**config.mk**
```make
export PLATFORM = sky130hd
export DESIGN_NAME = thumb_branch_unit
export DESIGN_NICKNAME = d
export VERILOG_FILES = /design/src/sv/tbu_pkg.sv /design/src/sv/tbu_cond.sv /design/src/sv/tbu_exec.sv /design/src/sv/thumb_branch_unit.sv
export SDC_FILE = /design/constraint.sdc
export NUM_CORES = 1
export LEC_CHECK = 0
export BUFFER_PORTS_ARGS = -buffer_cell sky130_fd_sc_hd__buf_2
export CAP_MARGIN = 20
export CORE_AREA = 2 2 210 212
export DETAILED_ROUTE_END_ITERATION = 12
export DIE_AREA = 0 0 212 214
export PLACE_DENSITY = 0.52
export SLEW_MARGIN = 20
export SYNTH_ARGS = -nofsm -noshare
export SYNTH_HDL_FRONTEND = slang
export SYNTH_HIERARCHICAL = 1
export SYNTH_SLANG_ARGS = --single-unit
```
**constraint.sdc**
```tcl
create_clock -name clk -period 6.6 [get_ports clk]
set_input_delay 1.32 -clock clk [delete_from_list [all_inputs] [get_ports clk]]
set_output_delay 1.32 -clock clk [all_outputs]
set_load 0.05 [all_outputs]
```
**src/sv/tbu_pkg.sv**
```systemverilog
`timescale 1ns / 1ps
`default_nettype none

package tbu_pkg;

  localparam int InDataW  = 104;
  localparam int OutDataW = 72;
  localparam int ItemW    = 98;
  localparam int ResW     = 68;

  typedef enum logic [2:0] {
    ACT_BX      = 3'd0,
    ACT_BCOND   = 3'd1,
    ACT_B       = 3'd2,
    ACT_BL_PRE  = 3'd3,
    ACT_BL_SUF  = 3'd4
  } action_t;

  localparam logic [3:0] COND_EQ = 4'd0;
  localparam logic [3:0] COND_NE = 4'd1;
  localparam logic [3:0] COND_CS = 4'd2;
  localparam logic [3:0] COND_CC = 4'd3;
  localparam logic [3:0] COND_MI = 4'd4;
  localparam logic [3:0] COND_PL = 4'd5;
  localparam logic [3:0] COND_VS = 4'd6;
  localparam logic [3:0] COND_VC = 4'd7;
  localparam logic [3:0] COND_HI = 4'd8;
  localparam logic [3:0] COND_LS = 4'd9;
  localparam logic [3:0] COND_GE = 4'd10;
  localparam logic [3:0] COND_LT = 4'd11;
  localparam logic [3:0] COND_GT = 4'd12;
  localparam logic [3:0] COND_LE = 4'd13;
  localparam logic [3:0] COND_AL = 4'd14;
  localparam logic [3:0] COND_NV = 4'd15;

  localparam logic [1:0] CYC_SHORT = 2'd1;
  localparam logic [1:0] CYC_LONG  = 2'd3;

  localparam logic [31:0] PC_MASK = 32'hFFFF_FFFE;

  // first member sits in the high bits
  typedef struct packed {
    logic [3:0]         flags_nzcv;
    logic [3:0]         cond_code;
    logic signed [22:0] offset;
    logic [31:0]        reg_value;
    logic [31:0]        current_pc;
    action_t            action;
  } item_t;

  typedef struct packed {
    logic [1:0]  cycle_count;
    logic        thumb_state;
    logic [31:0] link_value;
    logic        branch_taken;
    logic [31:0] next_pc;
  } result_t;

endpackage

`default_nettype wire

```
**src/sv/tbu_cond.sv**
```systemverilog
`timescale 1ns / 1ps
`default_nettype none

module tbu_cond
  import tbu_pkg::*;
(
  input  wire logic [3:0] cond_code,
  input  wire logic [3:0] flags_nzcv,
  output logic            holds
);

  logic n, z, c, v;

  assign n = flags_nzcv[3];
  assign z = flags_nzcv[2];
  assign c = flags_nzcv[1];
  assign v = flags_nzcv[0];

  always_comb begin
    case (cond_code)
      COND_EQ: holds = z;
      COND_NE: holds = !z;
      COND_CS: holds = c;
      COND_CC: holds = !c;
      COND_MI: holds = n;
      COND_PL: holds = !n;
      COND_VS: holds = v;
      COND_VC: holds = !v;
      COND_HI: holds = c && !z;
      COND_LS: holds = !c || z;
      COND_GE: holds = (n == v);
      COND_LT: holds = (n != v);
      COND_GT: holds = !z && (n == v);
      COND_LE: holds = z || (n != v);
      COND_AL: holds = 1'b1;
      COND_NV: holds = 1'b0;
      default: holds = 1'b0;
    endcase
  end

endmodule

`default_nettype wire

```
**src/sv/tbu_exec.sv**
```systemverilog
`timescale 1ns / 1ps
`default_nettype none

module tbu_exec
  import tbu_pkg::*;
(
  input  wire item_t        item,
  input  wire logic [31:0]  link_cur,
  input  wire logic         thumb_cur,
  output result_t           res,
  output logic [31:0]       link_nxt,
  output logic              thumb_nxt
);

  logic        cond_ok;
  logic [31:0] off_ext;
  logic [31:0] rel_target;
  logic [31:0] bx_target;
  logic [31:0] suf_target;

  tbu_cond u_cond (
    .cond_code  (item.cond_code),
    .flags_nzcv (item.flags_nzcv),
    .holds      (cond_ok)
  );

  assign off_ext    = {{9{item.offset[22]}}, item.offset};
  assign rel_target = item.current_pc + 32'd2 + off_ext;
  // ARM-state target carries the extra word of prefetch
  assign bx_target  = (item.reg_value + (item.reg_value[0] ? 32'd2 : 32'd6)) & PC_MASK;
  assign suf_target = (link_cur + off_ext + 32'd2) & PC_MASK;

  always_comb begin
    link_nxt          = link_cur;
    thumb_nxt         = thumb_cur;
    res.next_pc       = item.current_pc;
    res.branch_taken  = 1'b0;
    res.cycle_count   = CYC_SHORT;
    case (item.action)
      ACT_BX: begin
        thumb_nxt        = item.reg_value[0];
        res.next_pc      = bx_target;
        res.branch_taken = 1'b1;
        res.cycle_count  = CYC_LONG;
      end
      ACT_BCOND: begin
        if (cond_ok) begin
          res.next_pc      = rel_target;
          res.branch_taken = 1'b1;
        end
        res.cycle_count = CYC_LONG;
      end
      ACT_B: begin
        res.next_pc      = rel_target;
        res.branch_taken = 1'b1;
        res.cycle_count  = CYC_LONG;
      end
      ACT_BL_PRE: begin
        link_nxt = item.current_pc + off_ext;
      end
      ACT_BL_SUF: begin
        link_nxt         = (item.current_pc - 32'd2) | 32'd1;
        res.next_pc      = suf_target;
        res.branch_taken = 1'b1;
        res.cycle_count  = CYC_LONG;
      end
      default: ;
    endcase
    res.link_value  = link_nxt;
    res.thumb_state = thumb_nxt;
  end

endmodule

`default_nettype wire

```
**src/sv/thumb_branch_unit.sv**
```systemverilog
// An accepted input item passes the input register, then the result register, to reach out_tvalid.
// Throughput: 1 item per cycle unless out_tready stalls it; lr and the Thumb bit update on the
// input-to-result register step, so each item sees the state left by the one before it.
// Reset (rst_n low, synchronous): both stages empty, lr = 0, Thumb state = 1.
`timescale 1ns / 1ps
`default_nettype none

module thumb_branch_unit
  import tbu_pkg::*;
(
  input  wire logic                clk,
  input  wire logic                rst_n,
  input  wire logic                in_tvalid,
  output logic                     in_tready,
  // action[2:0], current_pc[34:3], reg_value[66:35], offset[89:67],
  // cond_code[93:90], flags_nzcv[97:94], zero pad above
  input  wire logic [InDataW-1:0]  in_tdata,
  output logic                     out_tvalid,
  input  wire logic                out_tready,
  // next_pc[31:0], branch_taken[32], link_value[64:33], thumb_state[65],
  // cycle_count[67:66], zero pad above
  output logic [OutDataW-1:0]      out_tdata
);

  item_t       item_r;
  logic        item_vld_r;
  result_t     res_r;
  result_t     res_nxt;
  logic        res_vld_r;
  logic [31:0] link_r;
  logic [31:0] link_nxt;
  logic        thumb_r;
  logic        thumb_nxt;
  logic        adv;

  // the result register can take the pending item
  assign adv       = !res_vld_r || out_tready;
  assign in_tready = !item_vld_r || adv;

  tbu_exec u_exec (
    .item      (item_r),
    .link_cur  (link_r),
    .thumb_cur (thumb_r),
    .res       (res_nxt),
    .link_nxt  (link_nxt),
    .thumb_nxt (thumb_nxt)
  );

  always_ff @(posedge clk) begin
    if (!rst_n) begin
      item_vld_r <= 1'b0;
      res_vld_r  <= 1'b0;
      link_r     <= 32'd0;
      thumb_r    <= 1'b1;
    end else begin
      if (in_tready) begin
        item_vld_r <= in_tvalid;
      end
      if (adv) begin
        res_vld_r <= item_vld_r;
      end
      if (item_vld_r && adv) begin
        link_r  <= link_nxt;
        thumb_r <= thumb_nxt;
      end
    end
  end

  always_ff @(posedge clk) begin
    if (in_tready && in_tvalid) begin
      item_r <= item_t'(in_tdata[ItemW-1:0]);
    end
    if (item_vld_r && adv) begin
      res_r <= res_nxt;
    end
  end

  assign out_tvalid = res_vld_r;
  assign out_tdata  = {{(OutDataW-ResW){1'b0}}, res_r};

  a_reset_state: assert property (@(posedge clk) disable iff (!rst_n)
    $past(!rst_n) |-> (thumb_r && (link_r == 32'd0)))
    else $error("state not at reset value after reset");

  a_state_hold: assert property (@(posedge clk) disable iff (!rst_n)
    !(item_vld_r && adv) |=> ($stable(link_r) && $stable(thumb_r)))
    else $error("state changed without an item moving to the result register");

  a_accept_loads: assert property (@(posedge clk) disable iff (!rst_n)
    (in_tvalid && in_tready) |=> item_vld_r)
    else $error("accepted item not held in the input register");

  a_cycles: assert property (@(posedge clk) disable iff (!rst_n)
    res_vld_r |-> ((res_r.cycle_count == CYC_SHORT && !res_r.branch_taken)
                   || res_r.cycle_count == CYC_LONG))
    else $error("bad cycle count or taken short op");

endmodule

`default_nettype wire
```
==> impl_metrics.yaml, run 1 <==
yosys:
  synth.distinct_cells: 96
  synth_top_family_by_area: "compound AO/OA/AOI/OAI gates"
  synthMuxAreaShare_pct: 3.014
  synth_fa_ha_area_share_pct: 14.62
  yosysTopAreaCell: "edfxtp_1"
  ys_top_cells_by_area: "edfxtp_1 34%, ha_1 10%, xnor2_1 5.2%, dfxtp_1 4.7%, fa_1 4.2%"
  syn_inst: 1493
  syn_area_per_cell_um2: 9.953
  synth-compound-area-share_pct: 16.34
  seq_area_frac_synth_pct: 38.26
  ys_ff_latch: 201
  synth_top_area_share_pct: 33.55
  async_reset_ff_share_pct: 0
  syn_area_um2: 14860
  synth_flop_cell: "edfxtp_1"
  synthSimpleGateAreaFrac_pct: 13.62
  synth_xor_area_share_pct: 7.536
  yosys_warnings: 6
  synth_edf_count: 166
timing:
  clock_skew_ns: 0.01812
  finalHoldViolCount: 0
  drv_slew: 0
  fmax_ghz: 0.2304
  tightest_slew_ns: 1.117
  relSlewSlack_pct: 25.38
  layout_setup_ws_ns: 2.260
  rsz0062_at_grt: "no"
  setup_viol: 0
  min_period_ns: 4.340
  final.setup.tns_ns: 0
  fin_crit_sh_pct: 65.76
route:
  firstDrtPassIters: 6
  drt_iter0_markers: 839
  viasPerCell: 5.253
  post_drt_wl_per_cell_um: 20.81
  drc: 0
  drt_wl_total_mm: 46.13
  ant_nets: 0
  num_vias: 11650
clocking:
  htree_levels: 1
  cts.clk_slew.worst_paths_ns: 0.06
  numCtsBuffers: 25
  cts.sinks: 201
  clk_path_buf_depth: 3
  cts_setup_buffers: 0
  cts_hold_buf: 0
  cts_root_buf: "clkbuf_16"
  cts_tree: "built"
  clock_latency_ns: 0.54
  ctsResizeCount: 0
place:
  dp.cells: 2172
  portBuffers: 171
  post-place-ws_ns: 2.333
  detailed_place_hpwl_mm: 34.71
  place_congestion: 0.9450
run_status:
  status: "completed"
floorplanning:
  start_util_pct: 34.65
  die_y_um: 214
  dieArea_um2: 45370
  num_io_pins: 182
  die_w_um: 212
  core_um2: 42890
  fp-row-count: 76
layout:
  area_growth_pct: 13.23
  final_net_count: 1877
  antenna_cells: 0
  fin_cells: 2217
  drive_above_1_share_pct: 15.93
  final_util_pct: 39.23
global_route:
  grt_pass1_vias: 11550
  grt_pass1_wl_mm: 69.28
  track_usage_pct: 20.07
  grt_max_degree: 68
  antenna_found_initial: 0
  overflow: 0
worst_hold_path:
  hold_class: "flip-flop to flip-flop"
worst_setup_path:
  r2r_slack_ns: 2.26
  cp.required_ns: 6.83
  crit_path_frequent_cell: "ha_1"
  reg2reg_to: "out_tdata[26]"
  reg2reg_depth: 11
  crit_chain: "ha_1, ha_1, a211oi_1, o311ai_2, a22oi_1, o31ai_1, o2111ai_1, nor2b_1, o21ai_2, xnor2_1, o221ai_1"
  slowest_delay_ns: 0.66
  slowest_stage: "o2111ai_1"
  path_max_fanout: 5
  crit_end: "out_tdata[26]"
  rr_startpoint: "item_r[69]"
  crit_family: "compound AO/OA/AOI/OAI gates"
  path_class: "flip-flop to flip-flop"
  start_kind: "flip-flop"
  end_kind: "flip-flop"
  path_depth: 11
  cp_num_buf_inv: 0
  worst_ep_arrival_time_ns: 4.57
  worstSetupStartpoint: "item_r[69]"
power_and_ir_drop:
  ir_drop_v: 0.0001860
  seq_power_share_pct: 39.6
  p_sw_share_pct: 31.45
  combPwrFrac_pct: 24.1
  p_int_mw: 2.641
  power.density_nw_per_um2: 229.0
  p_leak_nw: 6.853
  p_sw_mw: 1.212
  clockPowerShare_pct: 36.3
job:
  maxCapViolCount: 0
## flip-flops by register name (all words and copies together) (netlist names)
| register | flops |
|---|---|
| item_r | 98 |
| item_vld_r | 1 |
| link_r | 32 |
| out_tdata | 68 |
| out_tvalid | 1 |
| thumb_r | 1 |
## placed cells by master, fill, tap and decap left out, types with 6 or more instances in the layout
cell type	instances
buf_2	171
edfxtp_1	166
nand2_1	156
ha_1	124
inv_1	111
xnor2_1	88
nor2_1	84
o21ai_0	74
a21oi_1	70
mux2i_1	41
xor2_1	38
nand3_1	36
dfxtp_1	35
fa_1	31
nor3_1	29
clkbuf_16	25
a21o_1	23
a22oi_1	22
and3_1	19
a222oi_1	17
nor2b_1	16
nand2b_1	16
o221ai_1	15
nand4_1	11
a31oi_1	10
buf_4	9
o21bai_1	8
o211ai_1	8
o31ai_1	7
a221o_1	7
a221oi_1	7
nor4_1	7
a211oi_1	7
o21a_1	6
## per-layer routing
metal,vias to the layer above,GRT usage (%),wire [um]
met5,-,0,0
met2,323,33.92,22370
met4,0,5.986,1035
li1,5619,-,-
met1,5641,26.93,20530
met3,62,2.199,2195
## worst min path at each step
| stage | start | end | slack (ns) | cells after the start |
|---|---|---|---|---|
| final | link_r[15] | link_r[15] | 0.48 | 2 |
| after global routing | link_r[21] | link_r[21] | 0.51 | 2 |
| after CTS | link_r[1] | link_r[1] | 0.48 | 2 |
| after detailed placement | link_r[1] | link_r[1] | 0.47 | 2 |
| after global placement | link_r[0] | link_r[0] | 0.46 | 2 |
| after floorplan | link_r[0] | link_r[0] | 0.44 | 2 |
## cell usage after synthesis (all sizes together) (16+ instances only)
library cell and instances:
inv 112, nand2 157, nor2 88, fa 31, ha 124, buf 55, nor3 30, o221ai 16
nand2b 16, xnor2 89, o21ai 80, xor2 38, a222oi 17, nand3 36, nor2b 17, and3 19
a21o 24, a22oi 22, dfxtp 35, mux2i 41, a21oi 73, clkbuf 34, edfxtp 166
## power by group through the flow
| stage | clock (mW) | combinational [mW] | sequential, mW |
|---|---|---|---|
| 4_1_cts | 1.44 | 0.926 | 1.53 |
| 5_1_grt | 1.49 | 1.01 | 1.54 |
| 3_3_place_gp | 0 | 0.916 | 1.55 |
| 2_1_floorplan | 0 | 0.607 | 1.62 |
| 3_5_place_dp | 0 | 0.920 | 1.55 |
| 6_report | 1.40 | 0.928 | 1.53 |
## metrics by stage
stage | area (um^2) | total power, mW | hold WS [ns]
floorplan | 14870 | 2.229 | 0.4439
global placement | 16000 | 2.469 | 0.4559
detailed placement | 16000 | 2.474 | 0.4743
CTS | 16820 | 3.899 | 0.4841
global route | 16820 | 4.035 | 0.5066
finish | 16820 | 3.853 | 0.4814
## cell type report
class	instances	area, um^2
sequential	201	5685
clock inverter	17	191.4
multi-input combinational	1094	8235
timing repair buffer	180	923.4
inverter	112	420.4
clock buffer	28	636.9
fill	4311	26060
tap	585	732.0
## tightest hold or removal path, cell delays in order, from the launching register on
cell and delay [ns]:
dfxtp_1 0.32, nand2_1 0.06, mux2i_1 0.05
## logic make-up (layout without fill, tap and decap cells)
group	Yosys count	count (layout)
xor gates and xnor gates	127	127
buffers and inverters	201	337
muxes	44	44
other	2	5
adders and majority gates	155	155
and+or+nand+nor	419	419
AOI/OAI and AO/OA	344	344
DFF	201	201
Power figures use the tool's default switching activity.
==> inputs of run 2 (changes only) <==
==> constraint.sdc (replaced) <==
create_clock -name clk -period 4.55 [get_ports clk]
set_input_delay 0.91 -clock clk [delete_from_list [all_inputs] [get_ports clk]]
set_output_delay 0.91 -clock clk [all_outputs]
set_load 0.05 [all_outputs]
==> run 2 against run 1 <==
Count of clock-buffer cells in the layout unchanged. Register-to-register slack worse by 2.0 ns. Design area up 1.1%. Largest cell class unchanged.
==> impl_metrics.yaml, run 2 (synthesis gave the netlist of run 1 again) <==
route:
  ant_nets: 0
  drt_iter0_markers: 820
  drt_wl_total_mm: 46.25
  routed.top_layer: "met4"
  drc: 0
  num_vias: 11720
  post_drt_wl_per_cell_um: 20.78
  viasPerCell: 5.263
  wl_met1_mm: 20.90
  wl_met2_mm: 22.07
  wl_met3_mm: 2.148
  firstDrtPassIters: 6
worst_setup_path:
  rr_startpoint: "item_r[69]"
  slowest_delay_ns: 0.63
  cp_num_buf_inv: 0
  reg2reg_depth: 11
  path_class: "flip-flop to flip-flop"
  worst_ep_arrival_time_ns: 4.49
  end_kind: "flip-flop"
  slowest_stage: "o2111ai_1"
  crit_path_frequent_cell: "ha_1"
  crit_chain: "ha_1, ha_1, a211oi_1, o311ai_2, a22oi_1, o31ai_1, o2111ai_1, nor2b_1, o21ai_2, xnor2_1, o221ai_1"
  cp.required_ns: 4.79
  reg2reg_to: "out_tdata[26]"
  start_kind: "flip-flop"
  r2r_slack_ns: 0.30
  path_max_fanout: 5
  crit_family: "compound AO/OA/AOI/OAI gates"
power_and_ir_drop:
  seq_power_share_pct: 38.4
  power.density_nw_per_um2: 339.5
  p_sw_mw: 1.777
  p_int_mw: 3.996
  combPwrFrac_pct: 23.4
  p_leak_nw: 6.962
  clockPowerShare_pct: 38.3
  p_sw_share_pct: 30.78
  p_total_mw: 5.773
  ir_drop_v: 0.0002317
clocking:
  cts.clk_slew.worst_paths_ns: 0.07
  cts.sinks: 201
  cts_tree: "built"
  cts_setup_buffers: 0
  clock_latency_ns: 0.54
  cts_root_buf: "clkbuf_16"
  htree_levels: 1
  numCtsBuffers: 25
  cts_hold_buf: 0
  clk_path_buf_depth: 3
  ctsResizeCount: 0
timing:
  fmax_ghz: 0.2354
  drv_slew: 0
  tightest_slew_ns: 1.119
  relSlewSlack_pct: 25.21
  final.setup.tns_ns: 0
  fin_crit_sh_pct: 93.38
  setup_viol: 0
  finalHoldViolCount: 0
  rsz0062_at_grt: "no"
  clock_skew_ns: 0.01395
  min_period_ns: 4.249
floorplanning:
  core_um2: 42890
  fp-row-count: 76
  start_util_pct: 34.65
  dieArea_um2: 45370
  die_w_um: 212
  num_io_pins: 182
  die_y_um: 214
layout:
  nFillCells: 4248
  area_growth_pct: 14.43
  drive_above_1_share_pct: 16.70
  final_common_cell: "buf_2"
  antenna_cells: 0
  final_cell_mix: "171 x buf_2, 166 x edfxtp_1, 156 x nand2_1"
  largest_reg_flops: 98
  fin_area_um2: 17000
  final_util_pct: 39.65
  top_register: "item_r"
  fin_cells: 2226
  final_net_count: 1886
run_status:
  status: "completed"
place:
  portBuffers: 171
  dp.cells: 2181
  detailed_place_hpwl_mm: 34.93
  placed_area_um2: 16090
  place_congestion: 0.8978
worst_hold_path:
  hold_depth: 2
  hold_class: "flip-flop to flip-flop"
  min_to: "link_r[0]"
  min_from: "link_r[0]"
global_route:
  track_usage_pct: 20.24
  grt_max_degree: 57
  grt_pass1_vias: 11610
  overflow: 0
  antenna_found_initial: 2
  grt_pass1_wl_mm: 69.89
job:
  maxCapViolCount: 0
==> run 2: changes by cell type in the layout (fill, tap and decap cells not counted), moves of 3 or more <==
cell	previous run	this run
clkbuf_8	0	3
buf_4	9	16
clkbuf_1	3	0
clkinv_4	0	3
clkinvlp_4	3	0
==> run 2: cell type report <==
cell class / count / area [um^2] / share of cell area (%)
tap: 585 / 732.0 / 4.305
sequential: 201 / 5685 / 33.44
clock buffer: 28 / 666.9 / 3.922
clock inverter: 17 / 247.7 / 1.457
inverter: 112 / 420.4 / 2.472
timing repair buffer: 189 / 1016 / 5.975
multi-input combinational: 1094 / 8235 / 48.43
==> run 2: worst register-to-register path, stage by stage, from the launching register on <==
cell	delay (ns)
edfxtp_1	0.43
ha_1	0.35
ha_1	0.32
a211oi_1	0.35
o311ai_2	0.18
a22oi_1	0.47
o31ai_1	0.27
o2111ai_1	0.63
nor2b_1	0.48
o21ai_2	0.10
xnor2_1	0.18
o221ai_1	0.18
==> run 2: worst max-delay path by stage <==
| stage | endpoint | slack (ns) | start | cells after the start |
|---|---|---|---|---|
| floorplan | item_r[0] | 0.40 | out_tready | 3 |
| global placement | out_tdata[30] | 0.41 | item_r[69] | 11 |
| detailed placement | out_tdata[30] | 0.39 | item_r[68] | 13 |
| CTS | out_tdata[30] | 0.34 | item_r[69] | 11 |
| global route | out_tdata[30] | 0.12 | item_r[68] | 13 |
| finish | out_tdata[26] | 0.30 | item_r[69] | 11 |
==> run 2: through the flow <==
step | hold slack, ns | worst slack [ns]
2_1_floorplan | 0.4439 | 0.4029
3_3_place_gp | 0.4558 | 0.4084
3_5_place_dp | 0.4664 | 0.3863
4_1_cts | 0.4792 | 0.3421
5_1_grt | 0.5034 | 0.1191
6_report | 0.4802 | 0.3013
==> run 2: power groups by stage <==
stage               Sequential, mW  Clock, mW  Combinational (mW)
finish                        2.22       2.21                1.35
global route                  2.23       2.36                1.48
CTS                           2.22       2.28                1.35
detailed placement            2.25          0                1.34
global placement              2.25          0                1.33
floorplan                     2.35          0               0.880
==> run 2: layer usage <==
layer  vias up  global-route usage [%]
li1       5655                       -
met1      5682                   27.30
met2       326                   33.98
met3        53                   2.786
met4         0                   5.282
met5         -                       0
